`config.mk`:
```
export PLATFORM = sky130hd
export DESIGN_NAME = framed_command_parser
export DESIGN_NICKNAME = d
export VERILOG_FILES = /design/src/rtl/fcp_pkg.sv /design/src/rtl/framed_command_parser.sv /design/src/rtl/fcp_dec_acc.sv
export SDC_FILE = /design/constraint.sdc
export NUM_CORES = 1
export LEC_CHECK = 0
export BUFFER_PORTS_ARGS = -buffer_cell sky130_fd_sc_hd__buf_4
export CAP_MARGIN = 20
export CORE_UTILIZATION = 67
export DETAILED_ROUTE_END_ITERATION = 12
export GPL_TIMING_DRIVEN = 0
export PLACE_DENSITY = 0.84
export SETUP_SLACK_MARGIN = 0.1
export SYNTH_ARGS = -nofsm -noshare
export SYNTH_HDL_FRONTEND = slang
export SYNTH_HIERARCHICAL = 1
export SYNTH_SLANG_ARGS = --single-unit
```
`constraint.sdc`:
```
create_clock -name clk -period 7.05 [get_ports clk]
set_input_delay 1.0575 -clock clk [delete_from_list [all_inputs] [get_ports clk]]
set_output_delay 1.0575 -clock clk [all_outputs]
set_load 0.02 [all_outputs]
```
`src/rtl/fcp_pkg.sv`:
```
package fcp_pkg;

    localparam int STORE_BYTES  = 50;
    localparam int FILL_LIMIT   = STORE_BYTES - 2;
    localparam int ADDR_W       = $clog2(STORE_BYTES);
    localparam int POS_W        = $clog2(STORE_BYTES + 2);
    localparam int RESULT_LIMIT = 24;
    localparam int CNT_W        = $clog2(RESULT_LIMIT + 1);
    localparam int TIME_W       = 31;
    localparam int KIND_W       = 3;

    localparam logic [TIME_W-1:0] TIME_MAX = {TIME_W{1'b1}};

    localparam logic [7:0] CH_STAR  = 8'h2A;
    localparam logic [7:0] CH_BSL   = 8'h5C;
    localparam logic [7:0] CH_0     = 8'h30;
    localparam logic [7:0] CH_1     = 8'h31;
    localparam logic [7:0] CH_9     = 8'h39;
    localparam logic [7:0] CH_P     = 8'h70;
    localparam logic [7:0] CH_L     = 8'h6C;
    localparam logic [7:0] CH_H     = 8'h68;
    localparam logic [7:0] CH_V     = 8'h76;
    localparam logic [7:0] CH_T     = 8'h74;

    localparam logic [KIND_W-1:0] KIND_PUMP    = 3'd0;
    localparam logic [KIND_W-1:0] KIND_LAMP    = 3'd1;
    localparam logic [KIND_W-1:0] KIND_HEATING = 3'd2;
    localparam logic [KIND_W-1:0] KIND_VENT    = 3'd3;
    localparam logic [KIND_W-1:0] KIND_TIME    = 3'd4;

endpackage

```
`src/rtl/framed_command_parser.sv`:
```
// Channel   Signals                                              Direction
// request   start, busy, rx_byte                                 in (busy out)
// result    result_valid, command_kind, switch_on,               out
//           time_value, last_of_message
//
// An ordinary byte is taken and busy stays low.
// A backslash closing a message starts the scan: busy is high while the
// sequencer walks the store after the star, each byte by a registered
// read of the message store, then decode, until the scan closes.
// Each result strobes for one cycle; the receiver cannot stall.
// Reset clears the sequencer, the fill count, the message flag and the valid flags.
module framed_command_parser
(
    input  logic                              clk,
    input  logic                              rst_n,
    input  logic                              start,
    output logic                              busy,
    input  logic [7:0]                        rx_byte,
    output logic                              result_valid,
    output logic [fcp_pkg::KIND_W-1:0]        command_kind,
    output logic                              switch_on,
    output logic [fcp_pkg::TIME_W-1:0]        time_value,
    output logic                              last_of_message
);

    localparam logic [2:0] ST_IDLE   = 3'd0;
    localparam logic [2:0] ST_KEY_RD = 3'd1;
    localparam logic [2:0] ST_KEY    = 3'd2;
    localparam logic [2:0] ST_VAL_RD = 3'd3;
    localparam logic [2:0] ST_FLAG   = 3'd4;
    localparam logic [2:0] ST_DIG    = 3'd5;

    logic [7:0] store_mem [fcp_pkg::STORE_BYTES];

    logic [2:0]                     state_reg, state_next;
    logic [fcp_pkg::POS_W-1:0]      fill_reg, fill_next;
    logic                           in_msg_reg, in_msg_next;
    logic [fcp_pkg::POS_W-1:0]      pos_reg, pos_next;
    logic [fcp_pkg::CNT_W-1:0]      cnt_reg, cnt_next;
    logic [fcp_pkg::KIND_W-1:0]     kind_reg, kind_next;
    logic [fcp_pkg::TIME_W-1:0]     acc_reg, acc_next;
    logic [7:0]                     rd_data_reg;

    logic                           pend_valid_reg, pend_valid_next;
    logic [fcp_pkg::KIND_W-1:0]     pend_kind_reg, pend_kind_next;
    logic                           pend_on_reg, pend_on_next;
    logic [fcp_pkg::TIME_W-1:0]     pend_time_reg, pend_time_next;

    logic                           out_valid_reg, out_valid_next;
    logic [fcp_pkg::KIND_W-1:0]     out_kind_reg, out_kind_next;
    logic                           out_on_reg, out_on_next;
    logic [fcp_pkg::TIME_W-1:0]     out_time_reg, out_time_next;
    logic                           out_last_reg, out_last_next;

    logic                           accept;
    logic                           wr_en;
    logic [fcp_pkg::POS_W-1:0]      wr_pos;
    logic                           rd_en;
    logic                           produce;
    logic                           finish;
    logic [fcp_pkg::KIND_W-1:0]     new_kind;
    logic                           new_on;
    logic [fcp_pkg::TIME_W-1:0]     new_time;
    logic [fcp_pkg::TIME_W-1:0]     acc_step;
    logic                           is_digit;
    logic                           pos_past;

    fcp_dec_acc u_acc
    (
        .acc      (acc_reg),
        .digit    (rd_data_reg[3:0]),
        .acc_next (acc_step)
    );

    assign busy   = (state_reg != ST_IDLE);
    assign accept = start && !busy;

    assign pos_past = (pos_reg >= fill_reg);

    always_comb
    begin
        is_digit = rd_data_reg inside {[fcp_pkg::CH_0:fcp_pkg::CH_9]};
    end

    // receive side
    always_comb
    begin
        in_msg_next = in_msg_reg;
        fill_next   = fill_reg;
        wr_en       = 1'b0;
        wr_pos      = fill_reg;
        if (accept)
        begin
            if (rx_byte == fcp_pkg::CH_STAR)
            begin
                wr_en       = 1'b1;
                wr_pos      = '0;
                in_msg_next = 1'b1;
                fill_next   = fcp_pkg::POS_W'(1);
            end
            else if (in_msg_reg)
            begin
                if (rx_byte == fcp_pkg::CH_BSL)
                    in_msg_next = 1'b0;
                else if (fill_reg < fcp_pkg::POS_W'(fcp_pkg::FILL_LIMIT))
                begin
                    wr_en     = 1'b1;
                    fill_next = fill_reg + fcp_pkg::POS_W'(1);
                end
            end
        end
    end

    // scan sequencer
    always_comb
    begin
        state_next = state_reg;
        pos_next   = pos_reg;
        cnt_next   = cnt_reg;
        kind_next  = kind_reg;
        acc_next   = acc_reg;
        rd_en      = 1'b0;
        produce    = 1'b0;
        finish     = 1'b0;
        new_kind   = kind_reg;
        new_on     = 1'b0;
        new_time   = '0;

        case (state_reg)
            ST_IDLE:
            begin
                if (accept && in_msg_reg && rx_byte == fcp_pkg::CH_BSL)
                begin
                    state_next = ST_KEY_RD;
                    pos_next   = fcp_pkg::POS_W'(1);
                    cnt_next   = '0;
                end
            end
            ST_KEY_RD:
            begin
                if (pos_past || cnt_reg == fcp_pkg::CNT_W'(fcp_pkg::RESULT_LIMIT))
                begin
                    finish     = 1'b1;
                    state_next = ST_IDLE;
                end
                else
                begin
                    rd_en      = 1'b1;
                    state_next = ST_KEY;
                end
            end
            ST_KEY:
            begin
                state_next = ST_VAL_RD;
                pos_next   = pos_reg + fcp_pkg::POS_W'(2);
                acc_next   = '0;
                case (rd_data_reg)
                    fcp_pkg::CH_P: kind_next = fcp_pkg::KIND_PUMP;
                    fcp_pkg::CH_L: kind_next = fcp_pkg::KIND_LAMP;
                    fcp_pkg::CH_H: kind_next = fcp_pkg::KIND_HEATING;
                    fcp_pkg::CH_V: kind_next = fcp_pkg::KIND_VENT;
                    fcp_pkg::CH_T: kind_next = fcp_pkg::KIND_TIME;
                    default:
                    begin
                        state_next = ST_KEY_RD;
                        pos_next   = pos_reg + fcp_pkg::POS_W'(1);
                    end
                endcase
            end
            ST_VAL_RD:
            begin
                if (pos_past)
                begin
                    produce    = 1'b1;
                    new_time   = (kind_reg == fcp_pkg::KIND_TIME) ? acc_reg : '0;
                    state_next = ST_KEY_RD;
                end
                else
                begin
                    rd_en      = 1'b1;
                    state_next = (kind_reg == fcp_pkg::KIND_TIME) ? ST_DIG : ST_FLAG;
                end
            end
            ST_FLAG:
            begin
                produce    = 1'b1;
                new_on     = (rd_data_reg == fcp_pkg::CH_1);
                pos_next   = pos_reg + fcp_pkg::POS_W'(1);
                state_next = ST_KEY_RD;
            end
            ST_DIG:
            begin
                if (is_digit)
                begin
                    acc_next   = acc_step;
                    pos_next   = pos_reg + fcp_pkg::POS_W'(1);
                    state_next = ST_VAL_RD;
                end
                else
                begin
                    produce    = 1'b1;
                    new_time   = acc_reg;
                    state_next = ST_KEY_RD;
                end
            end
            default:
            begin
                state_next = ST_IDLE;
            end
        endcase

        if (produce)
            cnt_next = cnt_reg + fcp_pkg::CNT_W'(1);
    end

    // one result held back so the final one can carry the last mark
    always_comb
    begin
        pend_valid_next = pend_valid_reg;
        pend_kind_next  = pend_kind_reg;
        pend_on_next    = pend_on_reg;
        pend_time_next  = pend_time_reg;
        out_valid_next  = 1'b0;
        out_kind_next   = pend_kind_reg;
        out_on_next     = pend_on_reg;
        out_time_next   = pend_time_reg;
        out_last_next   = 1'b0;
        if (produce)
        begin
            out_valid_next  = pend_valid_reg;
            pend_valid_next = 1'b1;
            pend_kind_next  = new_kind;
            pend_on_next    = new_on;
            pend_time_next  = new_time;
        end
        else if (finish)
        begin
            out_valid_next  = pend_valid_reg;
            out_last_next   = 1'b1;
            pend_valid_next = 1'b0;
        end
    end

    always_ff @(posedge clk)
    begin
        if (wr_en)
            store_mem[wr_pos[fcp_pkg::ADDR_W-1:0]] <= rx_byte;
        if (rd_en)
            rd_data_reg <= store_mem[pos_reg[fcp_pkg::ADDR_W-1:0]];
    end

    always_ff @(posedge clk or negedge rst_n)
    begin
        if (!rst_n)
        begin
            state_reg      <= ST_IDLE;
            fill_reg       <= '0;
            in_msg_reg     <= 1'b0;
            pend_valid_reg <= 1'b0;
            out_valid_reg  <= 1'b0;
        end
        else
        begin
            state_reg      <= state_next;
            fill_reg       <= fill_next;
            in_msg_reg     <= in_msg_next;
            pend_valid_reg <= pend_valid_next;
            out_valid_reg  <= out_valid_next;
        end
    end

    always_ff @(posedge clk)
    begin
        pos_reg       <= pos_next;
        cnt_reg       <= cnt_next;
        kind_reg      <= kind_next;
        acc_reg       <= acc_next;
        pend_kind_reg <= pend_kind_next;
        pend_on_reg   <= pend_on_next;
        pend_time_reg <= pend_time_next;
        out_kind_reg  <= out_kind_next;
        out_on_reg    <= out_on_next;
        out_time_reg  <= out_time_next;
        out_last_reg  <= out_last_next;
    end

    assign result_valid    = out_valid_reg;
    assign command_kind    = out_kind_reg;
    assign switch_on       = out_on_reg;
    assign time_value      = out_time_reg;
    assign last_of_message = out_last_reg;

endmodule

```
`src/rtl/fcp_dec_acc.sv`:
```
module fcp_dec_acc
(
    input  logic [fcp_pkg::TIME_W-1:0] acc,
    input  logic [3:0]                 digit,
    output logic [fcp_pkg::TIME_W-1:0] acc_next
);

    logic [fcp_pkg::TIME_W+3:0] sum;

    // acc * 10 + digit, saturating
    always_comb
    begin
        sum = {1'b0, acc, 3'b000} + {3'b000, acc, 1'b0}
            + {{(fcp_pkg::TIME_W){1'b0}}, digit};
        if (sum[fcp_pkg::TIME_W+3:fcp_pkg::TIME_W] != 4'd0)
            acc_next = fcp_pkg::TIME_MAX;
        else
            acc_next = sum[fcp_pkg::TIME_W-1:0];
    end

endmodule
```
### Word level (Yosys, flattened, before mapping)

Memories as Yosys holds them, arrays and structs flattened. A register that Yosys moved wholly into a read port is not among the register bits.
Cells that the tools add are included.

| word-level totals | value |
|---|---|
| word-level logic and storage cells | 119 |
| flip-flop bits (word level) | 128 |
| bits of input ports | 11 |
| memory bits (writable) | 400 |
| output and inout port bits | 38 |
| memories | 1 |

Memories:

| memory | depth | bits a word | rd ports | clocked after memory_dff | write ports | line | RTL |
|---|---|---|---|---|---|---|---|
| store_mem | 50 | 8 | 1 | 1 | 1 | framed_command_parser.sv:33 | `logic [7:0] store_mem [fcp_pkg::STORE_BYTES];` |

| cells by class | value |
|---|---|
| equal/unequal tests | 18 |
| reduce and logical (&&, ||, !) cells | 23 |
| multiplexer cells | 51 |
| magnitude comparators | 4 |
| add/subtract/negate cells | 6 |

Operators by type and width:

| kind | number |
|---|---|
| 31-bit 2-to-1 mux | 5 |
| 31-bit one-hot mux with 2 select lines | 2 |
| 6-bit 2-to-1 mux | 9 |
| 8-bit by 7-bit == test with 1-bit output, second input constant | 6 |
| 34-bit by 32-bit adder with 35-bit output | 1 |
| 35-bit by 4-bit adder with 35-bit output | 1 |
| 6-bit one-hot mux with 4 select lines | 1 |
| 1-bit 2-to-1 mux | 22 |
| 3-bit one-hot mux with 6 select lines | 1 |
| 8-bit by 6-bit == test with 1-bit output, second input constant | 2 |
| 5-bit 2-to-1 mux | 3 |
| 3-bit one-hot mux with 5 select lines | 1 |
| 6-bit by 1-bit adder with 6-bit output, second input constant | 2 |
| 2-bit nonzero test | 6 |
| 3-bit == test, second input constant | 3 |
| 8-bit by 6-bit greater-or-equal comparator with 1-bit output, second input constant | 1 |
| 8-bit by 6-bit <= comparator with 1-bit output, second input constant | 1 |
| 4-bit nonzero test | 2 |
| 6-bit by 2-bit adder with 6-bit output, second input constant | 1 |
| 3-bit by 2-bit == test with 1-bit output, second input constant | 2 |
| 6-bit greater-or-equal comparator | 1 |
| 6-bit less-than comparator, second input constant | 1 |
| 2-bit 2-to-1 mux | 3 |
| 3-bit 2-to-1 mux | 2 |
| 16 further kinds | 23 |

### Longest topological paths before layout

| depth | value |
|---|---|
| depth in word-level cells | 8 |
| gate-level depth with buffers | 13 |
| gate-level depth less buffers | 12 |

### Hierarchy

Netlist, hierarchy kept.

Modules (own cells, without submodules):

| module | sequential area each (um^2) | times used | cells an instance | area each (um^2) |
|---|---|---|---|---|
| framed_command_parser | 15675.0 | 1 | 1136 | 20794.9 |
| fcp_dec_acc | 0.0 | 1 | 297 | 2247.2 |

### Least setup slack after synthesis

Ideal clock, no wire load.

| timing path | value |
|---|---|
| path kind | reg-to-reg |
| from | register rd_data_reg[1] (read register of store_mem) |
| to | register acc_reg[0] in the netlist's numbering, enable pin |
| arrival | 3.168 ns |
| slack | 3.416 ns |
| path buffers | 0 |
| library setup time | 0.466 ns |
| clock period less this slack | 3.634 ns |
| stages on the path, launching flop included | 4 |
| required time | 6.584 ns |
| path through | edfxtp_1 o21ai_0 nand2_1 o31ai_1 |

| between the ends | value |
|---|---|
| longest elaborated chain between the ends | 4 |
| elaborated cells between the ends (all ways) | 5 |
| classes of those cells | order compare: 2; eq/ne: 1; reduce/logical: 2 |

RTL lines:

| element | line | RTL |
|---|---|---|
| start, declared | framed_command_parser.sv:42 | `logic [7:0] rd_data_reg;` |
| 8-bit by 6-bit greater-or-equal comparator with 1-bit output / 8-bit by 6-bit <= comparator with 1-bit output (equally long branches) | framed_command_parser.sv:82 | `is_digit = rd_data_reg inside {[fcp_pkg::CH_0:fcp_pkg::CH_9]};` |
| 1-bit logical AND * | framed_command_parser.sv:82 |  |
| 2-bit != test (no source line) * | - |  |
| 2-bit AND reduction (no source line) * | - |  |
| end signal, assigned | framed_command_parser.sv:277 | `acc_reg <= acc_next;` |
| end, declared | framed_command_parser.sv:41 | `logic [fcp_pkg::TIME_W-1:0] acc_reg, acc_next;` |

Mark *: on every way between the ends. The rest lies on a longest branch, timed or not.
A chain may end at the register's enable or synchronous reset.

### Final worst setup path

| timing path | value |
|---|---|
| from | input rx_byte[2] |
| to | memory store_mem[33][0], enable pin |

| between the ends | value |
|---|---|
| longest elaborated chain between the ends | 7 |
| elaborated cells between the ends (all ways) | 10 |
| classes of those cells | eq/ne: 2; mux: 8 |

RTL lines:

| element | line | RTL |
|---|---|---|
| start, declared | framed_command_parser.sv:18 | `input logic [7:0] rx_byte,` |
| 8-bit by 7-bit == test with 1-bit output | framed_command_parser.sv:103 | `if (rx_byte == fcp_pkg::CH_BSL)` |
| 1-bit 2-to-1 mux | framed_command_parser.sv:103 |  |
| 1-bit 2-to-1 mux | framed_command_parser.sv:101 | `else if (in_msg_reg)` |
| 1-bit 2-to-1 mux | framed_command_parser.sv:94 | `if (rx_byte == fcp_pkg::CH_STAR)` |
| 1-bit 2-to-1 mux | framed_command_parser.sv:92 | `if (accept)` |
| 1-bit 2-to-1 mux | framed_command_parser.sv:246 | `if (wr_en)` |
| 1-bit 2-to-1 mux (implied by the code) | framed_command_parser.sv:247 | `store_mem[wr_pos[fcp_pkg::ADDR_W-1:0]] <= rx_byte;` |
| end, declared | framed_command_parser.sv:33 |  |

Parallel ways exist; a longest one is shown, timed or not.

==> results.md <==
- Worst-path fanout max: 52
- Placer Congestion: 0.955
- Postcts setup bufs: 0
- Post-synthesis xor/xnor area fraction: 1.22%
- Synth async-reset ratio: 2.24%
- Met1 usage: 40.7%
- Sink Count: 536
- GR Util met2: 54.5%
- Crit path time final: 4.15 ns
- Mux contribution to synthesized area: 10.5%
- Antenna diodes: 0
- YS warnings: 6
- DR WL/cell: 27.2 microns
- Outcome: finished, final reports clean
- Area of the mapped netlist: 23,000 sq um
- Met3 usage: 5.83%
- Final HPWL DP: 35,200 microns
- CP startpoint: rx_byte[2]
- Hold Vio Cnt, Final: 0
- Final Skew: 0.0123 ns
- Area contributors post-synth: edfxtp_1 (64%), mux4_2 (7.1%), ha_1 (3.9%), dfxtp_1 (3.1%), mux2i_1 (2.8%)
- Final ANT Viol Nets: 0
- H-tree level count: 2
- Core ar.: 33,700 sq um
- GRT busiest layer: met2
- Total Wirelength: 55,800 microns
- Post-Synth Simple-Gate Area: 8.05%
- Number of flip-flops in the largest register: 400
- Synth Area per Inst: 16.1 sq um
- RR Startpoint: rd_data_reg[2]
- Worst-Margin Slew: 1.13 ns
- Static Leak: 9.50 nW
- Power per cell area: 250 nW/um^2
- Rel. slew slack: 24.5%
- Worst vdd ir: 0.331 mV
- Total Routing Usage GR: 32.6%
- Worst path cell trace: buf_4, nor4b_2, and2_1, o21ai_0, nand3_1, nand4b_1, nor2_1
- Syn Inst Count: 1,433
- DR vias/cell: 6.69
- Synth area leader: edfxtp_1
- Post-synth top area share: 63.6%
- Synth Area in Adders: 4.08%
- Max_cap viols: 0
- Critical path's top delay family: simple AND/OR/NAND/NOR gates
- Clk buf depth: 3
- Die W: 187 microns
- Crit path DAT: 4.38 ns
- Nets: 1,645
- First-pass GRT wire length: 83,400 microns
- Slowest cell on the critical path: nor2_1
- Distinct cells, synth: 84
- Initial DRC count: 1,553
- Top_reg_cell synth: edfxtp_1
- Period utilisation layout: 58.9%
- I/O pin count: 49
- Worst skew pair latency: 0.61 ns
- Peak Freq: 241 MHz
- Die Span Y: 187 microns
- # resized after CTS: 0
- Vias in the first global route: 13,900
- Total grt overflow: 0
- CTS clk-pin slew, worst paths: 0.06 ns
- Num CTS Buffers: 52
- Largest stage delay, worst path: 0.92 ns
- Largest net degree at the start of global routing: 55
- Crit path buffers/inverters: 1
- Synth top cells by count: edfxtp_1 (488), nor2_1 (86), mux4_2 (73), ha_1 (72), mux2i_1 (64)
- Sequential area share after synthesis: 68.0%
- Final setup viols: 0
- Port-buffer cells: 48
- Finished Layout Cells: 2,052
- RSZ-0062 raised after global routing: false
- Critical path type: input port to flop
- Site Rows: 67
- Die area: 35,100 sq um
- Worst Setup End Kind: flop
- HP Class: input port to async pin
- Post-cts hold buffer count: 0
- CP Launch Type: input port
- Seq cells post-synth: 536
- Drt pass-1 iters: 8
- Largest family of logic cells by synthesized area: multiplexers
- Via count: 13,700
- WP data required: 7.28 ns
- Initial Util: 68.4%
- TritonCTS clock tree: built
- Initial antenna violation count: 0
- # DRC: 0
- Synth Area in Compound Gates: 6.18%
- Filler cells: 1,853
- Slew Limit Fails: 0
- Most frequent cell after synthesis: edfxtp_1
- Layout cells sized above 1: 17.8%
- Number of synthesized flops with an enable pin: 488
- Clock Tree Root: clkbuf_16
- Setup_tns: 0 ns
- Area growth, synth to finish: 12.6%
- Placed insts: 1,951
==> power breakdown <==
part           internal, mW  switching [mW]  total [mW]  leakage [nW]
Combinational        0.0305           0.123       0.153          3.77
Sequential             3.48          0.0108        3.49          4.86
Clock                  1.65            1.21        2.86         0.871
==> metrics by stage <==
step | util (%) | total power [mW] | setup WS [ns] | instance area, sq um | hold WS (ns)
3_3_place_gp | 71.3 | 3.68 | 1.97 | 24000 | 0.323
3_5_place_dp | 71.7 | 3.70 | 2.43 | 24200 | 0.327
5_1_grt | 77.0 | 6.64 | 2.76 | 25900 | 0.282
2_1_floorplan | - | 3.61 | 3.42 | 23100 | 0.323
4_1_cts | 76.9 | 6.51 | 3.03 | 25900 | 0.276
6_report | 77.0 | 6.50 | 2.90 | 25900 | 0.284
==> layer usage <==
metal	up-vias	wire length, microns
met5	-	0
met4	0	3050
met3	189	5150
met2	865	27600
met1	6803	20000
li1	5879	-
==> final cells by class <==
| type | instances | area (sq um) | area share, % |
|---|---|---|---|
| inverters | 19 | 71.3 | 0.275 |
| clock inverters | 39 | 382 | 1.47 |
| clock buffers | 59 | 1390 | 5.36 |
| multi-input cells | 825 | 7030 | 27.1 |
| repair buffers | 58 | 468 | 1.80 |
| flip-flops and latches | 536 | 15700 | 60.4 |
| plain buffers | 68 | 372 | 1.43 |
| well taps | 448 | 561 | 2.16 |
==> cell usage in the layout, fill, tap and decap left out, types with 38 or more instances in the layout <==
cell type  Yosys  layout
a21oi_1       52      52
nor2_1        86      86
o21ai_0       43      43
edfxtp_1     488     488
nand2_1       53      53
ha_1          72      72
mux2i_1       64      64
mux4_2        73      73
clkbuf_16      0      54
buf_4         13      67
and3_1        38      38
==> kinds of logic (layout without fill, tap and decap cells) <==
| logic type | Yosys count | after routing |
|---|---|---|
| other cells | 1 | 16 |
| xor+xnor | 32 | 32 |
| flops | 536 | 536 |
| buf+inv | 87 | 243 |
| fa+ha+maj | 74 | 74 |
| mux | 145 | 145 |
| simple gates | 345 | 345 |
| compound gates | 213 | 213 |
==> final timing paths <==
kind / endpoint / slack [ns] / cells past startpoint
max in group asynchronous: result_valid / 6.60 / 1
min in group clk: time_value[9] / 0.34 / 0
hold / removal: fill_reg[3] / 0.28 / 1
setup reg to reg: acc_reg[1] / 3.05 / 13
setup / recovery: store_mem[33][0] / 2.90 / 7
hold reg to reg: time_value[9] / 0.34 / 0
Power figures use the tool's default switching activity.
